==> config.mk <==
export PLATFORM = sky130hd
export DESIGN_NAME = lsp_sqrt
export DESIGN_NICKNAME = d
export VERILOG_FILES = /design/src/rtl/lsp_pkg.sv /design/src/rtl/lsp_sqrt.sv
export SDC_FILE = /design/constraint.sdc
export NUM_CORES = 2
export LEC_CHECK = 0
export BUFFER_PORTS_ARGS = -buffer_cell sky130_fd_sc_hd__buf_2
export CORE_MARGIN = 2
export CORE_UTILIZATION = 55
export CTS_BUF_LIST = sky130_fd_sc_hd__clkbuf_16
export DETAILED_ROUTE_END_ITERATION = 10
export GPL_TIMING_DRIVEN = 0
export PLACE_DENSITY = 0.69
export SETUP_SLACK_MARGIN = 0.3
export SLEW_MARGIN = 20
export SYNTH_ARGS = -nofsm -noshare
export SYNTH_HDL_FRONTEND = slang
export SYNTH_MEMORY_MAX_BITS = 65536
export SYNTH_SLANG_ARGS = --single-unit
==> constraint.sdc <==
create_clock -name clock -period 11 [get_ports clock]
set_input_delay 0 -clock clock [delete_from_list [all_inputs] [get_ports clock]]
set_output_delay 0 -clock clock [all_outputs]
set_load 0.1 [all_outputs]
==> src/rtl/lsp_pkg.sv <==
`timescale 1ns / 1ps
package lsp_pkg;

   localparam int MAX_WIDTH     = 2048;
   localparam int MAX_HEIGHT    = 128;
   localparam int CORDIC_STAGES = 16;
   localparam int ATAN_LEN      = 24;

   localparam int REQ_W = 96;
   localparam int RSP_W = 80;
   localparam int COL_W = 11;
   localparam int ROW_W = 7;

   localparam int SQ_IN_W  = 64;
   localparam int SQ_OUT_W = 32;
   localparam int SQ_LAT   = SQ_OUT_W + 2;

   localparam int CR_W   = 36;
   localparam int ACC_W  = 34;
   localparam int ANG_W  = 17;
   localparam int CR_LAT = CORDIC_STAGES + 2;

   localparam int DIV_N_W = 26;
   localparam int DIV_D_W = 17;
   localparam int DIV_QW  = $clog2(MAX_HEIGHT);
   localparam int DV_LAT  = DIV_QW + 1;

   typedef struct packed {
      logic [11:0] col_count;
      logic [7:0]  row_count;
      logic [14:0] fov_up_angle;
      logic [14:0] fov_down_angle;
   } cfg_type;

   localparam cfg_type CFG_RESET = '{12'd1024, 8'd64, 15'd546, 15'd4551};

   typedef enum logic [1:0] {
      REG_WIDTH    = 2'd0,
      REG_HEIGHT   = 2'd1,
      REG_FOV_UP   = 2'd2,
      REG_FOV_DOWN = 2'd3
   } reg_index_type;

   function automatic logic signed [ACC_W-1:0] atan_entry(input int i);
      logic signed [ACC_W-1:0] v;
      unique case (i)
         0:  v = 34'sh020000000;
         1:  v = 34'sh012E4051E;
         2:  v = 34'sh009FB385B;
         3:  v = 34'sh0051111D4;
         4:  v = 34'sh0028B0D43;
         5:  v = 34'sh00145D7E1;
         6:  v = 34'sh000A2F61E;
         7:  v = 34'sh000517C55;
         8:  v = 34'sh00028BE53;
         9:  v = 34'sh000145F2F;
         10: v = 34'sh0000A2F98;
         11: v = 34'sh0000517CC;
         12: v = 34'sh000028BE6;
         13: v = 34'sh0000145F3;
         14: v = 34'sh00000A2FA;
         15: v = 34'sh00000517D;
         16: v = 34'sh0000028BE;
         17: v = 34'sh00000145F;
         18: v = 34'sh000000A30;
         19: v = 34'sh000000518;
         20: v = 34'sh00000028C;
         21: v = 34'sh000000146;
         22: v = 34'sh0000000A3;
         23: v = 34'sh000000051;
         default: v = '0;
      endcase
      return v;
   endfunction

endpackage

==> src/rtl/lsp_sqrt.sv <==
`timescale 1ns / 1ps
module lsp_sqrt (
   input  logic                         clock,
   input  logic                         en,
   input  logic [lsp_pkg::SQ_IN_W-1:0]  n,
   output logic [lsp_pkg::SQ_OUT_W-1:0] root
);
   import lsp_pkg::*;

   logic [SQ_IN_W-1:0]  rem_ff [SQ_OUT_W+1];
   logic [SQ_IN_W-1:0]  rem_in [SQ_OUT_W+1];
   logic [SQ_IN_W-1:0]  res_ff [SQ_OUT_W+1];
   logic [SQ_IN_W-1:0]  res_in [SQ_OUT_W+1];
   logic [SQ_OUT_W-1:0] root_ff, root_in;

   // one result bit per stage
   always_comb begin
      logic [SQ_IN_W-1:0] bt, tr;
      rem_in[0] = n;
      res_in[0] = '0;
      for (int k = 1; k <= SQ_OUT_W; k++) begin
         bt = SQ_IN_W'(1) << (SQ_IN_W - 2 * k);
         tr = res_ff[k-1] + bt;
         if (rem_ff[k-1] >= tr) begin
            rem_in[k] = rem_ff[k-1] - tr;
            res_in[k] = (res_ff[k-1] >> 1) + bt;
         end else begin
            rem_in[k] = rem_ff[k-1];
            res_in[k] = res_ff[k-1] >> 1;
         end
      end
   end

   // round to nearest
   always_comb begin
      if (rem_ff[SQ_OUT_W] > res_ff[SQ_OUT_W]) begin
         root_in = SQ_OUT_W'(res_ff[SQ_OUT_W] + SQ_IN_W'(1));
      end else begin
         root_in = SQ_OUT_W'(res_ff[SQ_OUT_W]);
      end
   end

   always_ff @(posedge clock) begin
      if (en) begin
         for (int k = 0; k <= SQ_OUT_W; k++) begin
            rem_ff[k] <= rem_in[k];
            res_ff[k] <= res_in[k];
         end
         root_ff <= root_in;
      end
   end

   assign root = root_ff;

endmodule

# Word level (Yosys, flattened, before mapping)
# Memories as Yosys holds them, arrays and structs flattened.
# Index checks and enable logic that the tools add are counted.
# totals
regBits	32
latch_bits	0
ramBits	4224
rom_bits	0
input_bits	66
output_inout_bits	32
elab_cells	200
mem_count	2
# memory_table
name	depth	width	rd	rd_clocked_by_memory_dff	write_ports	line	text
rem_ff	33	64	33	0	33	lsp_sqrt.sv:10	logic [SQ_IN_W-1:0] rem_ff [SQ_OUT_W+1];
res_ff	33	64	33	0	33	lsp_sqrt.sv:12	logic [SQ_IN_W-1:0] res_ff [SQ_OUT_W+1];
# classes
addsub	97
n_mul	0
div	0
magnitude_cmp	33
n_eq_ne	0
n_shift	0
mux	67
bitwise_logic	0
reduce_logical	0
# ops
op	count
64-bit two-way mux	64
64-bit greater-or-equal comparator	32
64-bit subtractor	32
63-bit by 1-bit adder with 64-bit output, second input constant	1
63-bit by 11-bit adder with 64-bit output, second input constant	1
63-bit by 13-bit adder with 64-bit output, second input constant	1
63-bit by 15-bit adder with 64-bit output, second input constant	1
63-bit by 17-bit adder with 64-bit output, second input constant	1
63-bit by 19-bit adder with 64-bit output, second input constant	1
63-bit by 21-bit adder with 64-bit output, second input constant	1
63-bit by 23-bit adder with 64-bit output, second input constant	1
63-bit by 25-bit adder with 64-bit output, second input constant	1
63-bit by 27-bit adder with 64-bit output, second input constant	1
63-bit by 29-bit adder with 64-bit output, second input constant	1
63-bit by 3-bit adder with 64-bit output, second input constant	1
63-bit by 31-bit adder with 64-bit output, second input constant	1
63-bit by 33-bit adder with 64-bit output, second input constant	1
63-bit by 35-bit adder with 64-bit output, second input constant	1
63-bit by 37-bit adder with 64-bit output, second input constant	1
63-bit by 39-bit adder with 64-bit output, second input constant	1
63-bit by 41-bit adder with 64-bit output, second input constant	1
63-bit by 43-bit adder with 64-bit output, second input constant	1
63-bit by 45-bit adder with 64-bit output, second input constant	1
63-bit by 47-bit adder with 64-bit output, second input constant	1
other kinds (47)	48

# Longest topological paths before layout
# An unclocked memory read counts as a cell.
# depth
depth_word	4
ltp_mapped	15
ltp_nobuf	12

# Least setup slack after synthesis
# Ideal clock, no wire load.
# synth_timing
kind	reg2reg
start	memory rem_ff[22][52]
end	memory rem_ff[23][39] (data pin)
setup_time_ns	0.265
t_arrival_ns	3.437
required_ns	10.735
slack_ns	7.298
path_stages_with_launch	11
n_path_buf	1
synth_period_minus_slack_ns	3.702
path_cell_list	edfxtp_1 > or4_4 > nor4_4 > or4b_1 > or3_1 > or4_4 > a211oi_4 > buf_6 > nor3b_1 > a211o_1 > or3_1
# synth_rtl
element	line
start, declared	lsp_sqrt.sv:10

==> out/metrics.yaml <==
status:
  status: "finished clean"
synthesis:
  synth_nets: 11050
  avgSynthCellArea_um2: 12.45
  synth_area_um2: 129300
  ys_types: 83
  ys_seq_area_frac: 0.6204
  yosysWarnings: 0
  synth_cells: 10390
  ys_ff_latch: 2672
  async_reset_ff_frac: 0
  synth_edf_count: 2672
  synth-main-ff-cell: "edfxtp_1"
layout:
  final_common_cell: "edfxtp_1"
  nFillCells: 17930
  seqCellArea_um2: 80240
  drive_above_1_share: 0.06474
  final_cell_mix: "2672 x edfxtp_1, 786 x inv_1, 747 x nor2_1, 677 x a21oi_1, 593 x ha_1"
  multi_input_area_um2: 45430
  area_growth_pct: 12.10
  nets: 11590
  finish.utilization: 0.6182
pwr:
  p_sw_frac: 0.2927
  p_int_mw: 21.29
  power_frac_comb: 0.221
  leakagePower_nw: 54.35
  p_sw_mw: 8.810
  seqPwrFrac: 0.463
  power_per_cell_area_nw_per_um2: 207.6
  clkPwrFrac: 0.316
  vdd_drop_max_v: 0.0001553
global_routing:
  grt_antenna_before_repair: 9
  grt_pass1_wl_um: 465300
  grt_max_degree: 158
  overflow: 0
  grt_pass1_vias: 81720
  grt_usage: 0.2493
clock_tree:
  cts_made_buffers: 296
  cts_tree: "done"
  clock_latency_ns: 0.93
  clk_pin_slew_ns: 0.06
  post_cts_resized: 0
  post_cts_buffers: 0
  cts_root_buffer: "clkbuf_16"
  cts_buffer_depth: 4
  cts_max_level: 5
  cts.sinks: 2672
timing:
  hold_viol_final: 0
  tightest_slew_ns: 1.112
  max_freq_ghz: 0.1915
  drv_slew: 0
  clock_skew_ns: 0.07535
  relSlewSlack: 0.2489
  rsz0062_at_grt: "no"
  min_period_over_period: 0.4748
  fin_hold_ws_ns: 0.2471
  period_minus_slack_ns: 5.222
  setup_tns_ns: 0
  setup_viol: 0
flow_run:
  cap_viol_max_count: 0
route:
  wl_per_cell_um: 21.30
  drc: 0
  via_per_inst: 5.926
  num_vias: 84690
  drt-total-wl_um: 304400
  postRouteAntennaNets: 0
  dr.pass1.iters: 8
  drt-initial-drc-count: 7857
die:
  die_w_um: 488.9
  initial_core_util: 0.5515
  row_count: 178
  io_pins: 98
  dieArea_um2: 239100
  core-area_um2: 234500
  die-height_um: 488.9
worst_setup_path:
  critPathKind: "reg2reg"
  r2r-start: "res_ff[0][1811]"
  crit_end: "rem_ff[29][30]"
  ff2ff_path_depth: 13
  required_ns: 11.70
  critPathArrivalTime_ns: 5.93
  startpoint_type: "register"
  startpoint: "res_ff[0][1811]"
  r2r_slack_ns: 5.78
  rr_endpoint: "rem_ff[29][30]"
  crit_path_end_kind: "register"
  worstPathMaxFanout: 10
placed_design:
  place.port_buffers: 97
  gp_congestion: 0.9699
  dp_hpwl_um: 226200
min_path:
  hold_class: "in2reg"
## power by group through the flow
stage | clock [mW] | combinational, mW | sequential (mW)
2_1_floorplan | 0 | 4.80 | 13.7
6_report | 9.52 | 6.64 | 13.9
3_5_place_dp | 0 | 6.46 | 14.1
5_1_grt | 10.1 | 7.34 | 14.1
3_3_place_gp | 0 | 6.36 | 14.9
4_1_cts | 9.72 | 6.55 | 13.9
## routing by layer
metal | global-route usage | vias to the layer above | share of wire
met4 | 0.07027 | 4 | 0.026
met3 | 0.03379 | 507 | 0.055
li1 | - | 40120 | -
met1 | 0.3424 | 41520 | 0.44
met5 | 0 | - | 0.00011
met2 | 0.4165 | 2536 | 0.48
## metrics by stage
step | instances | total power, mW | worst slack, ns | area, µm²
after floorplan | 10390 | 18.52 | 7.298 | 129300
after global placement | 13630 | 21.28 | -30.59 | 133800
after detailed placement | 13650 | 20.59 | 5.967 | 134400
after CTS | 14290 | 30.21 | 5.927 | 145000
after global routing | 14290 | 31.51 | 5.531 | 145000
final | 14290 | 30.10 | 5.778 | 145000
## synthesized netlist by cell type, types with 187 or more instances
master / n / area, µm²
ha_1: 593 / 7420
nand4_1: 208 / 1301
nor3_1: 308 / 1541
xor2_1: 415 / 3635
clkbuf_1: 223 / 837.1
o21ai_0: 412 / 2062
nor4_1: 368 / 2302
xnor2_1: 547 / 4791
nor2_1: 747 / 2804
inv_1: 738 / 2770
a21o_1: 259 / 1944
edfxtp_1: 2672 / 80240
a21oi_1: 677 / 3388
nand3_1: 187 / 935.9
nand2_1: 580 / 2177
## repair_timing
item / CTS / global route
hold endpoints to repair: 190 / 0
hold buffers: 129 / 0
endpoints found under the setup margin: 0 / 0
## registers in the layout (all words and copies together) (netlist names)
name and cells:
res_ff 528, rem_ff 2112, root 32
## worst min-delay path by stage
stage | cells after the start | start | endpoint
2_1_floorplan | 0 | n[0] | rem_ff[0][0]
3_3_place_gp | 1 | n[17] | rem_ff[0][17]
3_5_place_dp | 1 | n[57] | rem_ff[0][57]
4_1_cts | 2 | en | rem_ff[16][53]
5_1_grt | 3 | n[49] | rem_ff[0][49]
6_report | 2 | en | rem_ff[16][53]
## cell type report
type / count / area share
Multi-Input combinational cell: 6727 / 0.3134
Clock buffer: 303 / 0.05230
Antenna cell: 4 / 0.00006904
Timing Repair Buffer: 247 / 0.01607
Buffer: 245 / 0.006464
Sequential cell: 2672 / 0.5534
Inverter: 742 / 0.01921
Tap cell: 3150 / 0.02718
Clock inverter: 201 / 0.01194
## logic make-up after synthesis
kind of cell,count (synthesis),share of synthesized area
simple gates,3092,0.1238
flops,2672,0.6204
compound gates,1980,0.09593
buf+inv,987,0.02878
xor+xnor,962,0.06514
fa+ha+maj,593,0.05737
mux,100,0.008639
## critical path, stage by stage (launching register included)
cell	delay, ns
edfxtp_1	0.46
inv_1	0.07
ha_1	0.36
a21o_1	0.23
o2bb2ai_1	0.13
o41ai_1	0.75
o31ai_1	0.28
o21ai_0	0.68
and2_1	0.23
clkbuf_1	0.50
inv_2	0.27
clkbuf_1	0.39
buf_1	0.43
a21oi_1	0.25
Note: power is estimated with default switching activity, not from simulation.
