**config.mk**
```make
export PLATFORM = sky130hd
export DESIGN_NAME = lsp_rowdiv
export DESIGN_NICKNAME = d
export VERILOG_FILES = /design/src/rtl/lsp_pkg.sv /design/src/rtl/lsp_rowdiv.sv
export SDC_FILE = /design/constraint.sdc
export NUM_CORES = 1
export LEC_CHECK = 0
export BUFFER_PORTS_ARGS = -buffer_cell sky130_fd_sc_hd__buf_2
export CORE_MARGIN = 2
export CORE_UTILIZATION = 57
export DETAILED_ROUTE_END_ITERATION = 6
export PLACE_DENSITY = 0.74
export SYNTH_ARGS = -nofsm -noshare
export SYNTH_HDL_FRONTEND = slang
export SYNTH_SLANG_ARGS = --single-unit
```
**constraint.sdc**
```tcl
create_clock -name clock -period 6 [get_ports clock]
set_input_delay 1.2 -clock clock [delete_from_list [all_inputs] [get_ports clock]]
set_output_delay 1.2 -clock clock [all_outputs]
set_load 0.005 [all_outputs]
```
**src/rtl/lsp_pkg.sv**
```systemverilog
`timescale 1ns / 1ps
package lsp_pkg;

   localparam int MAX_WIDTH     = 2048;
   localparam int MAX_HEIGHT    = 128;
   localparam int CORDIC_STAGES = 16;
   localparam int ATAN_LEN      = 24;

   localparam int REQ_W = 96;
   localparam int RSP_W = 80;
   localparam int COL_W = 11;
   localparam int ROW_W = 7;

   localparam int SQ_IN_W  = 64;
   localparam int SQ_OUT_W = 32;
   localparam int SQ_LAT   = SQ_OUT_W + 2;

   localparam int CR_W   = 36;
   localparam int ACC_W  = 34;
   localparam int ANG_W  = 17;
   localparam int CR_LAT = CORDIC_STAGES + 2;

   localparam int DIV_N_W = 26;
   localparam int DIV_D_W = 17;
   localparam int DIV_QW  = $clog2(MAX_HEIGHT);
   localparam int DV_LAT  = DIV_QW + 1;

   typedef struct packed {
      logic [11:0] col_count;
      logic [7:0]  row_count;
      logic [14:0] fov_up_angle;
      logic [14:0] fov_down_angle;
   } cfg_type;

   localparam cfg_type CFG_RESET = '{12'd1024, 8'd64, 15'd546, 15'd4551};

   typedef enum logic [1:0] {
      REG_WIDTH    = 2'd0,
      REG_HEIGHT   = 2'd1,
      REG_FOV_UP   = 2'd2,
      REG_FOV_DOWN = 2'd3
   } reg_index_type;

   function automatic logic signed [ACC_W-1:0] atan_entry(input int i);
      logic signed [ACC_W-1:0] v;
      unique case (i)
         0:  v = 34'sh020000000;
         1:  v = 34'sh012E4051E;
         2:  v = 34'sh009FB385B;
         3:  v = 34'sh0051111D4;
         4:  v = 34'sh0028B0D43;
         5:  v = 34'sh00145D7E1;
         6:  v = 34'sh000A2F61E;
         7:  v = 34'sh000517C55;
         8:  v = 34'sh00028BE53;
         9:  v = 34'sh000145F2F;
         10: v = 34'sh0000A2F98;
         11: v = 34'sh0000517CC;
         12: v = 34'sh000028BE6;
         13: v = 34'sh0000145F3;
         14: v = 34'sh00000A2FA;
         15: v = 34'sh00000517D;
         16: v = 34'sh0000028BE;
         17: v = 34'sh00000145F;
         18: v = 34'sh000000A30;
         19: v = 34'sh000000518;
         20: v = 34'sh00000028C;
         21: v = 34'sh000000146;
         22: v = 34'sh0000000A3;
         23: v = 34'sh000000051;
         default: v = '0;
      endcase
      return v;
   endfunction

endpackage

```
**src/rtl/lsp_rowdiv.sv**
```systemverilog
`timescale 1ns / 1ps
module lsp_rowdiv (
   input  logic                        clock,
   input  logic                        en,
   input  logic [lsp_pkg::DIV_N_W-1:0] num,
   input  logic [lsp_pkg::DIV_D_W-1:0] den,
   output logic [lsp_pkg::DIV_QW-1:0]  quot
);
   import lsp_pkg::*;

   localparam int CMP_W = DIV_N_W + DIV_QW;

   logic [CMP_W-1:0]   rem_ff [DIV_QW+1];
   logic [CMP_W-1:0]   rem_in [DIV_QW+1];
   logic [DIV_D_W-1:0] den_ff [DIV_QW+1];
   logic [DIV_D_W-1:0] den_in [DIV_QW+1];
   logic [DIV_QW-1:0]  q_ff   [DIV_QW+1];
   logic [DIV_QW-1:0]  q_in   [DIV_QW+1];
   logic               ovf_ff [DIV_QW+1];
   logic               ovf_in [DIV_QW+1];

   // restoring division, one quotient bit per stage, saturating
   always_comb begin
      logic [CMP_W-1:0] t;
      rem_in[0] = CMP_W'(num);
      den_in[0] = den;
      q_in[0]   = '0;
      ovf_in[0] = CMP_W'(num) >= (CMP_W'(den) << DIV_QW);
      for (int k = 1; k <= DIV_QW; k++) begin
         t         = CMP_W'(den_ff[k-1]) << (DIV_QW - k);
         den_in[k] = den_ff[k-1];
         ovf_in[k] = ovf_ff[k-1];
         q_in[k]   = q_ff[k-1];
         if (rem_ff[k-1] >= t) begin
            rem_in[k]             = rem_ff[k-1] - t;
            q_in[k][DIV_QW - k]   = 1'b1;
         end else begin
            rem_in[k] = rem_ff[k-1];
         end
      end
   end

   always_ff @(posedge clock) begin
      if (en) begin
         for (int k = 0; k <= DIV_QW; k++) begin
            rem_ff[k] <= rem_in[k];
            den_ff[k] <= den_in[k];
            q_ff[k]   <= q_in[k];
            ovf_ff[k] <= ovf_in[k];
         end
      end
   end

   assign quot = ovf_ff[DIV_QW] ? '1 : q_ff[DIV_QW];

endmodule

```
Word level (Yosys, flattened, before mapping)
Memories as Yosys holds them, arrays and structs flattened.
Cells that the tools add are included.
{"block": "classes", "n_lt_le_gt_ge": 8, "addsub": 7, "n_mux": 17}
{"operator": "$mux W33", "n": 7}
{"operator": "$ge A33 B17 Y1", "n": 1}
{"operator": "$ge A33 B18 Y1", "n": 1}
{"operator": "$ge A33 B19 Y1", "n": 1}
{"operator": "$ge A33 B20 Y1", "n": 1}
{"operator": "$ge A33 B21 Y1", "n": 1}
{"operator": "$ge A33 B22 Y1", "n": 1}
{"operator": "$ge A33 B23 Y1", "n": 1}
{"operator": "$sub A33 B17 Y33", "n": 1}
{"operator": "$sub A33 B18 Y33", "n": 1}
{"operator": "$sub A33 B19 Y33", "n": 1}
{"operator": "$sub A33 B20 Y33", "n": 1}
{"operator": "$sub A33 B21 Y33", "n": 1}
{"operator": "$sub A33 B22 Y33", "n": 1}
{"operator": "$sub A33 B23 Y33", "n": 1}
{"operator": "$ge A26 B24 Y1", "n": 1}
{"operator": "$mux W1", "n": 9}
{"operator": "$mux W7", "n": 1}
{"block": "totals", "elab_cells": 36, "register_bits": 0, "in_bits": 45, "output_inout_bits": 7, "mem_bits_rw": 464, "mem_count": 4}
{"memory": "rem_ff", "depth": 8, "word_bits": 33, "read_ports": 7, "rd_clocked_by_memory_dff": 0, "write_ports": 8, "line_no": "lsp_rowdiv.sv:13", "source": "logic [CMP_W-1:0] rem_ff [DIV_QW+1];"}
{"memory": "den_ff", "depth": 8, "word_bits": 17, "read_ports": 7, "rd_clocked_by_memory_dff": 0, "write_ports": 8, "line_no": "lsp_rowdiv.sv:15", "source": "logic [DIV_D_W-1:0] den_ff [DIV_QW+1];"}
{"memory": "q_ff", "depth": 8, "word_bits": 7, "read_ports": 8, "rd_clocked_by_memory_dff": 0, "write_ports": 8, "line_no": "lsp_rowdiv.sv:17", "source": "logic [DIV_QW-1:0] q_ff [DIV_QW+1];"}
{"memory": "ovf_ff", "depth": 8, "word_bits": 1, "read_ports": 8, "rd_clocked_by_memory_dff": 0, "write_ports": 8, "line_no": "lsp_rowdiv.sv:19", "source": "logic ovf_ff [DIV_QW+1];"}

Depth between registers and ports, before layout
An unclocked memory read counts as a cell.
{"block": "logic_depth", "depth_word": 3, "mapped_depth": 14, "mapped_depth_nobuf": 13}

Worst setup path before layout
OpenSTA, ideal clock, no wires.
{"block": "synth_timing", "kind": "reg-to-reg", "from": "memory rem_ff[3][3] (netlist name)", "to": "memory rem_ff[4][31] (netlist name), data pin", "t_arrival_ns": 2.705, "required_ns": 5.734, "synth_period_minus_slack_ns": 2.971, "setup_ns": 0.266, "setup_slack_ns": 3.029, "path_stages_with_launch": 13, "path_buffers": 0, "path_cell_list": "edfxtp_1 inv_1 ha_1 inv_1 fa_1 a21o_2 a31o_1 a221oi_2 nor2b_1 a311o_1 or3_4 nor4_4 xor2_1"}
{"element": "from (decl)", "line_no": "lsp_rowdiv.sv:13"}

==> out/qor.yml <==
power_and_ir_drop:
  sw_frac_of_total_pct: 30.1
  seq_power_share_pct: 43.7
  p_int_mw: 6.12
  comb_power_share_pct: 28.1
  power_density_mw_per_mm2: 390
  clockPowerShare_pct: 28.2
  p_sw_mw: 2.63
  peakVddDrop_mv: 0.248
  finalPower_mw: 8.75
  p_leak_nw: 8.83
layout:
  syn_to_final_growth_pct: 10.5
  design_area_mm2: 0.0225
  fill_cells: 2786
  mostFrequentLayoutCells: "edfxtp_1, inv_1, nand2_1"
  stdcell_count: 2312
  final_nets: 2008
  final_util_pct: 63.6
  drive_above_1_share_pct: 8.75
  final_common_cell: "edfxtp_1"
  diodes: 0
min_path:
  min_to: "q_ff[1][24]"
  hold_depth: 0
  hold_class: "reg2reg"
  hp-start: "q_ff[1][17]"
global_routing:
  grt_util_all_layers_pct: 20.7
  antenna_found_initial: 0
  grt_pass1_wl_um: 60400
  grt_start_max_net_pins: 134
  grt_overflow_total: 0
  grt_pass1_vias: 12900
sta:
  tightest_slew_ns: 1.11
  max_freq_ghz: 0.253
  final.setup.worst_slack_ns: 2.05
  finalCriticalPeriod_ns: 3.95
  max_slew_margin_pct: 24.4
  tns_ns: 0
  grt_setup_unrepaired: "false"
  finalClockSkew_ns: 0.0193
  fin_crit_sh_pct: 65.8
  maxSlewViolCount: 0
  finalSetupViolations: 0
  whs_ns: 0.417
  hold_violations: 0
worst_setup_path:
  critPathMaxStageDelay_ns: 0.65
  cp_slowest_cell: "o2111a_1"
  crit_required_ns: 6.30
  critPathBufInv: 3
  reg2reg_to: "rem_ff[2][6]"
  r2r_cells: 12
  path_class: "reg2reg"
  timing.rr.start: "rem_ff[1][5]"
  cp_cell_sequence: "inv_1 -> ha_1 -> inv_1 -> fa_1 -> a211oi_1 -> o21bai_1 -> a31oi_1 -> o22ai_1 -> o2bb2ai_1 -> o2111a_1 -> buf_4 -> mux2_2"
  critPathLaunchType: "flop"
  r2r_setup_slack_ns: 2.05
  cpMostUsedCell: "inv_1"
  path_max_fanout: 22
  arrival_ns: 4.25
  end_kind: "flop"
  crit_family: "compound AO/OA/AOI/OAI gates"
place:
  placed_cells: 2239
  globalplace.congestion: 0.930
  portBuffers: 51
  dpl_cell_area_mm2: 0.0211
  dpl.hpwl_um: 28400
  post-place-ws_ns: 2.07
cts:
  clk_latency_ns: 0.55
  cts_max_path_buffers: 3
  ctsHoldBuffers: 0
  cts_buffers: 41
  cts_resized: 0
  cts_tree: "yes"
  post-cts-setup-buffers: 0
  cts_max_level: 2
  cts.clk_slew.worst_paths_ns: 0.06
  cts_root_buf: "clkbuf_16"
  cts.sinks: 379
synthesis:
  seq_area_frac_synth_pct: 56.0
  syn-cell-area_mm2: 0.0203
  synth-async-reset-ratio_pct: 0
  synth_top_area_share_pct: 56.0
  synthCells: 1750
  synthesis.nets: 1937
  yosysTopAreaCell: "edfxtp_1"
  synth_seq_cells: 379
  synth_area_per_cell_um2: 11.6
  synth_area_leaders: "edfxtp_1, ha_1, xor2_1, inv_1, o21ai_0"
  synth_flop_cell: "edfxtp_1"
  synth_edf_count: 379
  ys_warn_count: 0
  yosys.cell_types.count: 81
floorplanning:
  coreArea_mm2: 0.0353
  row_count: 69
  die_w_um: 193
  die_h_um: 193
  dieArea_mm2: 0.0372
  ios: 52
  start_util_pct: 57.6
drt:
  routed_wl_um: 37300
  drc: 0
  first_pass_iters: 5
  drt_iter0_drc: 736
  ant_nets: 0
  wl_per_cell_um: 16.1
  viasPerCell: 5.63
  vias: 13000
outcome:
  status: "finished, final reports clean"
job:
  cap_violations: 0
-- cells by family after synthesis --
kind of cell | Yosys count | synth area share (%)
and+or+nand+nor | 490 | 12.5
AOI/OAI and AO/OA | 387 | 12.1
DFF | 379 | 56.0
buffers and inverters | 201 | 3.91
xor gates and xnor gates | 142 | 6.12
adders and majority gates | 142 | 8.96
muxes | 9 | 0.492
-- power groups by stage --
stage                     clock (mW)  sequential, mW  combinational, mW
after floorplan                    0            3.76               1.92
after global placement             0            3.86               2.38
after detailed placement           0            3.87               2.44
after CTS                       2.54            3.82               2.45
after global routing            2.64            3.87               2.76
final                           2.47            3.82               2.46
-- synthesized netlist by cell type (all sizes together), types with 9 or more instances --
cell and number:
and3 12, xor2 84, or3 20, ha 136, nand2b 15, nand4 22, o21bai 12, edfxtp 379
nor3 38, nand2 158, nor2b 18, nor4b 9, o21ai 125, nor4 36, clkbuf 16, o21a 12
a211oi 13, buf 17, nand3 20, nor2 85, or2 13, inv 168, a21oi 88, a31oi 23
xnor2 58, a21o 52
-- final cells by class --
type,count,area [um^2],share of cell area [%]
clock inverters,25,295,1.32
clock buffers,48,1050,4.69
multi-input cells,1170,8170,36.4
flip-flops and latches,379,11400,50.7
repair buffers,61,353,1.57
well taps,461,577,2.57
inverters,168,631,2.81
-- metal layers --
layer / vias up / GRT usage (%) / routed length [um]
li1: 6611 / - / -
met1: 5986 / 22.5 / 15000
met2: 295 / 37.9 / 18800
met3: 120 / 3.46 / 1260
met4: 0 / 11.9 / 2150
met5: - / 0 / 0
-- worst max path at each step --
stage                 start       endpoint  slack (ns)  cells past startpoint
6_report       rem_ff[1][5]   rem_ff[2][6]        2.05                     12
5_1_grt        rem_ff[1][5]  rem_ff[2][31]        1.81                     13
4_1_cts        rem_ff[1][5]  rem_ff[2][31]        2.06                     13
3_5_place_dp   rem_ff[1][5]  rem_ff[2][31]        2.07                     13
3_3_place_gp   rem_ff[1][5]  rem_ff[2][31]        2.18                     13
2_1_floorplan  rem_ff[3][3]  rem_ff[4][31]        3.03                     12
-- state kept, by name (all words and copies together) (netlist names) --
register / cells
ovf_ff: 8
den_ff: 119
rem_ff: 224
q_ff: 28
Note: power is estimated with default switching activity, not from simulation.
