$ cat src/rtl/lsp_pkg.sv
`timescale 1ns / 1ps
package lsp_pkg;

   localparam int MAX_WIDTH     = 2048;
   localparam int MAX_HEIGHT    = 128;
   localparam int CORDIC_STAGES = 16;
   localparam int ATAN_LEN      = 24;

   localparam int REQ_W = 96;
   localparam int RSP_W = 80;
   localparam int COL_W = 11;
   localparam int ROW_W = 7;

   localparam int SQ_IN_W  = 64;
   localparam int SQ_OUT_W = 32;
   localparam int SQ_LAT   = SQ_OUT_W + 2;

   localparam int CR_W   = 36;
   localparam int ACC_W  = 34;
   localparam int ANG_W  = 17;
   localparam int CR_LAT = CORDIC_STAGES + 2;

   localparam int DIV_N_W = 26;
   localparam int DIV_D_W = 17;
   localparam int DIV_QW  = $clog2(MAX_HEIGHT);
   localparam int DV_LAT  = DIV_QW + 1;

   typedef struct packed {
      logic [11:0] col_count;
      logic [7:0]  row_count;
      logic [14:0] fov_up_angle;
      logic [14:0] fov_down_angle;
   } cfg_type;

   localparam cfg_type CFG_RESET = '{12'd1024, 8'd64, 15'd546, 15'd4551};

   typedef enum logic [1:0] {
      REG_WIDTH    = 2'd0,
      REG_HEIGHT   = 2'd1,
      REG_FOV_UP   = 2'd2,
      REG_FOV_DOWN = 2'd3
   } reg_index_type;

   function automatic logic signed [ACC_W-1:0] atan_entry(input int i);
      logic signed [ACC_W-1:0] v;
      unique case (i)
         0:  v = 34'sh020000000;
         1:  v = 34'sh012E4051E;
         2:  v = 34'sh009FB385B;
         3:  v = 34'sh0051111D4;
         4:  v = 34'sh0028B0D43;
         5:  v = 34'sh00145D7E1;
         6:  v = 34'sh000A2F61E;
         7:  v = 34'sh000517C55;
         8:  v = 34'sh00028BE53;
         9:  v = 34'sh000145F2F;
         10: v = 34'sh0000A2F98;
         11: v = 34'sh0000517CC;
         12: v = 34'sh000028BE6;
         13: v = 34'sh0000145F3;
         14: v = 34'sh00000A2FA;
         15: v = 34'sh00000517D;
         16: v = 34'sh0000028BE;
         17: v = 34'sh00000145F;
         18: v = 34'sh000000A30;
         19: v = 34'sh000000518;
         20: v = 34'sh00000028C;
         21: v = 34'sh000000146;
         22: v = 34'sh0000000A3;
         23: v = 34'sh000000051;
         default: v = '0;
      endcase
      return v;
   endfunction

endpackage

$ cat src/rtl/lsp_csr.sv
`timescale 1ns / 1ps
module lsp_csr (
   input  logic             clock,
   input  logic             reset,
   input  logic             csr_psel,
   input  logic             csr_penable,
   input  logic             csr_pwrite,
   input  logic [3:0]       csr_paddr,
   input  logic [31:0]      csr_pwdata,
   output logic [31:0]      csr_prdata,
   output logic             csr_pready,
   output lsp_pkg::cfg_type cfg
);
   import lsp_pkg::*;

   cfg_type       cfg_ff, cfg_in;
   reg_index_type sel;
   logic          wr;

   assign sel = reg_index_type'(csr_paddr[3:2]);
   assign wr  = csr_psel & csr_penable & csr_pwrite;

   always_comb begin
      cfg_in = cfg_ff;
      if (wr) begin
         unique case (sel)
            REG_WIDTH:    cfg_in.col_count      = csr_pwdata[11:0];
            REG_HEIGHT:   cfg_in.row_count      = csr_pwdata[7:0];
            REG_FOV_UP:   cfg_in.fov_up_angle   = csr_pwdata[14:0];
            REG_FOV_DOWN: cfg_in.fov_down_angle = csr_pwdata[14:0];
         endcase
      end
   end

   always_ff @(posedge clock) begin
      if (reset) begin
         cfg_ff <= CFG_RESET;
      end else begin
         cfg_ff <= cfg_in;
      end
   end

   always_comb begin
      unique case (sel)
         REG_WIDTH:    csr_prdata = 32'(cfg_ff.col_count);
         REG_HEIGHT:   csr_prdata = 32'(cfg_ff.row_count);
         REG_FOV_UP:   csr_prdata = 32'(cfg_ff.fov_up_angle);
         REG_FOV_DOWN: csr_prdata = 32'(cfg_ff.fov_down_angle);
      endcase
   end

   assign csr_pready = 1'b1;
   assign cfg        = cfg_ff;

endmodule

$ cat config.mk
export PLATFORM = sky130hd
export DESIGN_NAME = lsp_csr
export DESIGN_NICKNAME = d
export VERILOG_FILES = /design/src/rtl/lsp_pkg.sv /design/src/rtl/lsp_csr.sv
export SDC_FILE = /design/constraint.sdc
export NUM_CORES = 1
export LEC_CHECK = 0
export ABC_CLOCK_PERIOD_IN_PS = 1400
export BUFFER_PORTS_ARGS = -buffer_cell sky130_fd_sc_hd__buf_2
export CAP_MARGIN = 10
export CORE_MARGIN = 8
export CORE_UTILIZATION = 40
export CTS_CLUSTER_DIAMETER = 50
export CTS_CLUSTER_SIZE = 40
export DETAILED_ROUTE_END_ITERATION = 8
export PLACE_DENSITY = 0.7
export SKIP_LAST_GASP = 1
export SLEW_MARGIN = 20
export SYNTH_ARGS = -nofsm -noshare
export SYNTH_HDL_FRONTEND = slang
export SYNTH_SLANG_ARGS = --single-unit
$ cat constraint.sdc
create_clock -name clock -period 1.4 [get_ports clock]
set_input_delay 0.14 -clock clock [delete_from_list [all_inputs] [get_ports clock]]
set_output_delay 0.14 -clock clock [all_outputs]
set_load 0.01 [all_outputs]
After elaboration in Yosys (flattened, before gate mapping) --
Index checks and enable logic that the tools add are counted.
Storage, ports and cells: bits in registers 50, bits in latches 0, RAM bits 0, ROM bits 0, logic and storage cells 15, memories kept 0
Operators by class: add/subtract/negate cells 0, multiply operators 0, div/mod/pow operators 0, $lt $le $gt $ge 0, equal/unequal tests 3, shift operators 0, multiplexer cells 1, bitwise operators 2, reduce and logical (&&, ||, !) cells 5
Operators with widths (count):
- $pmux W32 S4 | 1
- $reduce_and A2 Y1 | 4
- $eq A2 B2 Y1 const B | 2
- $and A1 B1 Y1 | 2
- $eq A2 B1 Y1 const B | 1
- $logic_not A2 Y1 | 1

Longest topological paths before layout --
Gate-level depths: netlist of the first run.
word-level depth 3, gate-level depth with buffers 5, depth with buffers taken out 3

Least setup slack after synthesis of the first run --
OpenSTA, ideal clock, no wires.
path type in2out, start point input csr_paddr[2], end point output csr_prdata[10], data arrival time 0.858 ns, data required time 1.260 ns, path slack 0.402 ns, stages on the path 3, path buffers 1, path through buf_2 -> mux2_2 -> a22o_1
On the way: longest elaborated chain between the ends 2, elaborated cells on any way between the ends 5, classes of those cells eq/ne (3); mux (1); reduce/logical (1)
Ends and longest elaborated chain:
- start: declaration | line lsp_csr.sv:8 | input logic [3:0] csr_paddr,
- $eq A2 B2 Y1, or another cell as far along | line lsp_csr.sv:44 | unique case (sel)
- $pmux W32 S4 (*) | line lsp_csr.sv:44
- end: declaration | line lsp_csr.sv:10 | output logic [31:0] csr_prdata,
Mark *: on every way between the ends. The rest lies on a longest branch, timed or not. The select of a mux whose other input is x is not followed.

Worst setup path after layout of the first run --
start point register cfg_ff, in the netlist cfg[0], end point output csr_prdata[0]
On the way: longest elaborated chain between the ends 1
Ends and longest elaborated chain:
- start: declaration | line lsp_csr.sv:16 | cfg_type cfg_ff, cfg_in;
- start signal: assignment | line lsp_csr.sv:39 | cfg_ff <= cfg_in;
- $pmux W32 S4 | line lsp_csr.sv:44
Every way passes these cells. The select of a mux whose other input is x is not followed.

==> results of run 1 <==
-- logic make-up after synthesis --
group / count (synthesis) / share of synthesized area (%)
AND/OR/NAND/NOR: 86 / 19.33
AO/OA/AOI/OAI: 4 / 1.370
multiplexers: 65 / 29.56
other: 2 / 0.2938
buffers and inverters: 36 / 10.28
flip-flops: 50 / 39.16
-- synth_stat cells, types with 2 or more instances --
master / count / share of area (%)
mux2_2: 4 / 1.8
buf_2: 6 / 1.2
clkbuf_1: 4 / 0.59
buf_6: 6 / 2.6
a22o_1: 4 / 1.4
mux2i_1: 53 / 21
nor2_1: 22 / 3.2
dfxtp_1: 50 / 39
conb_1: 2 / 0.29
buf_4: 20 / 5.9
nor2b_1: 3 / 0.73
mux4_2: 8 / 7.0
nand2b_1: 53 / 13
-- metrics by stage --
stage	TNS, ns	power [uW]	setup WS [ns]
5_1_grt	-0.1604	2791	-0.03356
4_1_cts	-0.001441	2686	-0.001441
3_3_place_gp	0	1815	0.09231
2_1_floorplan	0	1738	0.4019
3_5_place_dp	0	1819	0.1239
6_report	0	2661	0.003408
-- what timing repair did --
item / CTS / global route
pin swaps: 0 / 0
setup endpoints to repair: 2 / 8
resized for setup: 5 / 18
buffers inserted: 3 / 3
-- worst paths after layout --
kind	startpoint	end	slack (ns)	depth (start not counted)
min	csr_pwdata[12]	cfg[27]	0.11	3
max reg2reg	cfg[1]	cfg[1]	0.66	3
max	cfg[0]	csr_prdata[0]	0.003	2
min reg2reg	cfg[21]	cfg[21]	0.49	2
-- worst max-delay path, cell delays in order (launching register included) --
cell and delay, ns:
dfxtp_2 0.34, mux4_2 0.48, buf_6 0.14
-- area by class of cell --
type / count / area (um^2) / area share [%]
Timing Repair Buffer: 101 / 611.8 / 19.27
Tap cell: 77 / 96.34 / 3.035
Clock inverter: 1 / 5.005 / 0.1577
Multi-Input combinational cell: 173 / 1353 / 42.61
Sequential cell: 50 / 1022 / 32.20
Clock buffer: 7 / 86.33 / 2.720
-- metal layers --
| metal | up-vias | global-route usage (%) | routed length (um) |
|---|---|---|---|
| met1 | 913 | 16.19 | 2811 |
| met5 | - | 0 | 0 |
| li1 | 955 | - | - |
| met4 | 0 | 4.097 | 55 |
| met2 | 60 | 23.94 | 3029 |
| met3 | 5 | 4.056 | 507 |
-- power groups by stage --
stage / clock network (uW) / registers (uW) / logic, uW
after CTS: 894 / 1450 / 339
after global routing: 957 / 1460 / 377
after detailed placement: 0 / 1490 / 332
after global placement: 0 / 1490 / 329
after floorplan: 0 / 1490 / 244
final: 861 / 1450 / 347
==> reports/results.tsv, run 1 <==
stage	metric	value	unit
status	status	finished clean	
clock_tree	cts_tree	done	
layout	drive_gt1_share	42.17	%
clock_tree	clk_latency	0.30	ns
grt	grt_pass1_wl	9977	um
clock_tree	htreeDepth	2	
routing	firstDrtPassIters	4	
worst_setup_path	worstPathArrival	1.26	ns
clock_tree	numCtsBuffers	5	
pwr	power.net_switching	653.2	uW
placed_design	io_buffers	86	
routing	drtIter0Drc	53	
clock_tree	cts.path.max_buffers	2	
floorplan	initial_core_util	40.72	%
logic_synthesis	avgSynthCellArea	10.52	um^2
clock_tree	clk_pin_slew	0.09	ns
floorplan	dieArea	0.009204	mm^2
layout	fin_cells	409	
placed_design	gp_congestion	0.7010	
layout	final_common_cell	buf_2	
clock_tree	holdBufCountCts	0	
pwr	p_int	2008	uW
layout	finish.utilization	50.57	%
logic_synthesis	synthCells	243	
sta	whs	0.1104	ns
logic_synthesis	synth_cell_types	21	
pwr	switching_share	24.55	%
min_path	hp-class	in -> reg	
pwr	powerDensity	838.3	mW/mm^2
routing	num_vias	1933	
layout	nets	372	
placed_design	dp_cells	395	
sta	timing.final.hold_violations	0	
grt	track_usage	13.85	%
clock_tree	root_buffer	clkbuf_8	
job	cap_violations	0	
worst_setup_path	worstSetupStartpointType	flip-flop	
grt	grt.overflow.total	0	
routing	ant_nets	0	
pwr	seq_power_share	54.6	%
sta	period_share	99.76	%
sta	finClkSkew	0	ns
routing	vias_per_cell	4.726	
worst_setup_path	path_class	reg -> out	
sta	fmax	0.7160	GHz
clock_tree	cts_sinks	50	
logic_synthesis	ys_seq_area_share	39.16	%
logic_synthesis	synth-edff-count	0	
placed_design	dpl.hpwl	4588	um
layout	final_cell_area	0.003174	mm^2
routing	wl_per_cell	15.66	um
sta	setup_viol	0	
floorplan	core_area	0.006277	mm^2
layout	layout_common_cells	81 x buf_2, 53 x mux2i_1, 53 x nand2b_1, 33 x dfxtp_1, 22 x nor2_1	
layout	largest_reg_flops	50	
pwr	p_clk_share	32.3	%
logic_synthesis	synth_seq_cells	50	
floorplan	num_rows	29	
worst_setup_path	cp.required	1.26	ns
routing	drc	0	
layout	diodes	0	
worst_setup_path	worst-path-max-fanout	3	
placed_design	dpl-instance-area	0.002985	mm^2
logic_synthesis	synthFlopType	dfxtp_1	
logic_synthesis	ys_warn_count	0	
sta	finalMaxSlewViolations	0	
floorplan	die_y	95.94	um
pwr	power.leakage	0.001544	uW
sta	period_needed	1.397	ns
layout	syn2layout_area_growth	24.18	%
layout	nFillCells	589	
pwr	power_frac_comb	13.0	%
floorplan	die_w	95.94	um
grt	antenna_found_initial	0	
routing	drt-total-wl	6403	um
logic_synthesis	async_flop_share	0	%
sta	rsz0062_at_grt	yes	
worst_setup_path	crit_path_end_kind	primary output	
logic_synthesis	netlist_area	0.002556	mm^2
grt	first_global_vias	1983	
pwr	ir_drop	0.3985	mV
grt	grt_max_degree	76	
floorplan	io_pins	124	
Power figures use the tool's default switching activity.
==> run 2, diff against run 1 <==
--- a/config.mk
+++ b/config.mk
@@ -9,11 +9,11 @@
 export BUFFER_PORTS_ARGS = -buffer_cell sky130_fd_sc_hd__buf_2
 export CAP_MARGIN = 10
 export CORE_MARGIN = 8
-export CORE_UTILIZATION = 40
+export CORE_UTILIZATION = 30
 export CTS_CLUSTER_DIAMETER = 50
 export CTS_CLUSTER_SIZE = 40
 export DETAILED_ROUTE_END_ITERATION = 8
-export PLACE_DENSITY = 0.7
+export PLACE_DENSITY = 0.55
 export SKIP_LAST_GASP = 1
 export SLEW_MARGIN = 20
 export SYNTH_ARGS = -nofsm -noshare
==> reports/results.tsv, run 2 (synthesis results as in run 1) <==
stage	metric	value	unit	change
sta	layout_setup_ws	-0.003483	ns	-0.006891 ns
routing	wl_per_cell	15.76	um	+0.69%
grt	grt.overflow.total	0		unchanged
sta	setup_viol	1		+1
clock_tree	numCtsBuffers	5		unchanged
layout	final_common_cell	buf_2		
layout	nFillCells	839		+42%
clock_tree	root_buffer	clkbuf_8		
min_path	hp-class	in -> reg		
min_path	hp-start	csr_pwdata[12]		
worst_setup_path	crit_path_cell_trace	mux4_2 > buf_6		
grt	grt_pass1_wl	10800	um	+8.2%
worst_setup_path	worst-path-max-fanout	2		-1
floorplan	num_rows	33		+14%
clock_tree	clk_pin_slew	0.09	ns	about the same
worst_setup_path	r2r_slack	0.66	ns	about the same
floorplan	io_pins	124		unchanged
worst_setup_path	worstPathArrival	1.26	ns	about the same
worst_setup_path	critPathTopFamily	multiplexers		
floorplan	die_w	108.3	um	+13%
routing	vias_per_cell	4.396		-7.0%
clock_tree	holdBufCountCts	0		unchanged
clock_tree	cts_tree	done		
pwr	powerDensity	810.6	mW/mm^2	-3.3%
worst_setup_path	cp_slowest_cell	mux4_2		
layout	nets	384		+3.2%
clock_tree	clk_latency	0.30	ns	about the same
floorplan	initial_core_util	30.95	%	-9.8 points
worst_setup_path	crit_start	cfg[6]		
job	cap_violations	0		unchanged
sta	finalSetupTns	-0.003483	ns	-0.003483 ns
layout	layout_common_cells	82 x buf_2, 53 x mux2i_1, 53 x nand2b_1, 26 x dfxtp_2, 24 x dfxtp_1		
sta	rsz0062_at_grt	yes		
status	violations	setup timing		
worst_setup_path	cp.required	1.26	ns	about the same
worst_setup_path	slowest_delay	0.49	ns	about the same
worst_setup_path	rr_startpoint	cfg[2]		
floorplan	dieArea	0.01173	mm^2	+27%
pwr	power.leakage	0.001613	uW	+4.5%
layout	drive_gt1_share	47.09	%	+4.9 points
floorplan	core_area	0.008258	mm^2	+32%
grt	first_global_vias	1985		+0.10%
worst_setup_path	path_class	reg -> out		
grt	antenna_found_initial	0		unchanged
placed_design	dp_slack	0.09682	ns	-0.02706 ns
layout	syn2layout_area_growth	30.40	%	
routing	ant_nets	0		unchanged
clock_tree	cts.path.max_buffers	2		unchanged
sta	period_share	100.2	%	+0.49 points
sta	period_needed	1.403	ns	+0.006891 ns
grt	grt_max_degree	76		unchanged
sta	finalMaxSlewViolations	0		unchanged
pwr	ir_drop	0.3782	mV	-5.1%
routing	num_vias	1974		+2.1%
placed_design	dpl.hpwl	5127	um	+12%
routing	firstDrtPassIters	4		unchanged
routing	drc	0		unchanged
placed_design	gp_congestion	0.7018		+0.11%
sta	fmax	0.7125	GHz	-0.49%
routing	drt-total-wl	7078	um	+11%
clock_tree	htreeDepth	2		unchanged
grt	track_usage	11.82	%	-2.0 points
clock_tree	cts_sinks	50		unchanged
routing	drtIter0Drc	62		+17%
layout	largest_reg_flops	50		unchanged
worst_setup_path	crit_buf_inv	1		unchanged
placed_design	io_buffers	86		unchanged
worst_setup_path	worstSetupStartpointType	flip-flop		
layout	diodes	0		unchanged
sta	finClkSkew	0	ns	unchanged
floorplan	die_y	108.3	um	+13%
worst_setup_path	crit_path_end_kind	primary output		
sta	timing.final.hold_violations	0		unchanged
status	status	finished, violations left		
==> run 2: final timing paths <==
kind,end,cells past startpoint
max,csr_prdata[6],2
min,cfg[27],3
max reg2reg,cfg[2],3
min reg2reg,cfg[21],2
==> run 2: tightest hold or removal path, stage by stage <==
cell      delay [ns]
buf_2           0.10
nand2b_1        0.06
mux2i_1         0.06
==> run 2: timing repair <==
item                                    in CTS  in global routing
hold endpoints to repair                     0                  0
resized for setup                           16                 14
cloned                                       0                  0
endpoints found under the setup margin       5                 10
buffers inserted                             9                  7
==> run 2: through the flow <==
| stage | std cells | total power (uW) | cell area (um^2) | hold WS [ns] | utilization, % |
|---|---|---|---|---|---|
| 2_1_floorplan | 259 | 1738 | 2616 | 0.2953 | - |
| 3_3_place_gp | 425 | 1830 | 3060 | 0.4137 | 37.06 |
| 3_5_place_dp | 425 | 1834 | 3060 | 0.4204 | 37.06 |
| 4_1_cts | 442 | 2744 | 3263 | 0.09059 | 39.52 |
| 5_1_grt | 449 | 2844 | 3333 | 0.09990 | 40.36 |
| 6_report | 449 | 2702 | 3333 | 0.1024 | 40.36 |
==> run 2: layout make-up <==
| type | instances | area, um^2 | share of cell area, % |
|---|---|---|---|
| clock buffers | 6 | 82.58 | 2.477 |
| well taps | 105 | 131.4 | 3.941 |
| multi-input cells | 173 | 1353 | 40.58 |
| clock inverters | 2 | 12.51 | 0.3754 |
| repair buffers | 113 | 720.7 | 21.62 |
| flip-flops and latches | 50 | 1033 | 31.01 |
==> run 2: layer usage <==
metal  GRT usage (%)  up-vias  share of wire [%]
met2           19.92       57                 49
li1                -      984                  -
met1           14.57      931                 44
met4           2.346        0               0.37
met3           3.569        2                6.7
met5               0        -                  0
==> run 2: power by group <==
| part | leakage [uW] | switching, uW | internal, uW |
|---|---|---|---|
| sequential | 0.000409 | 12.5 | 1440 |
| clock | 0.0000472 | 489 | 398 |
| combinational | 0.00116 | 187 | 174 |
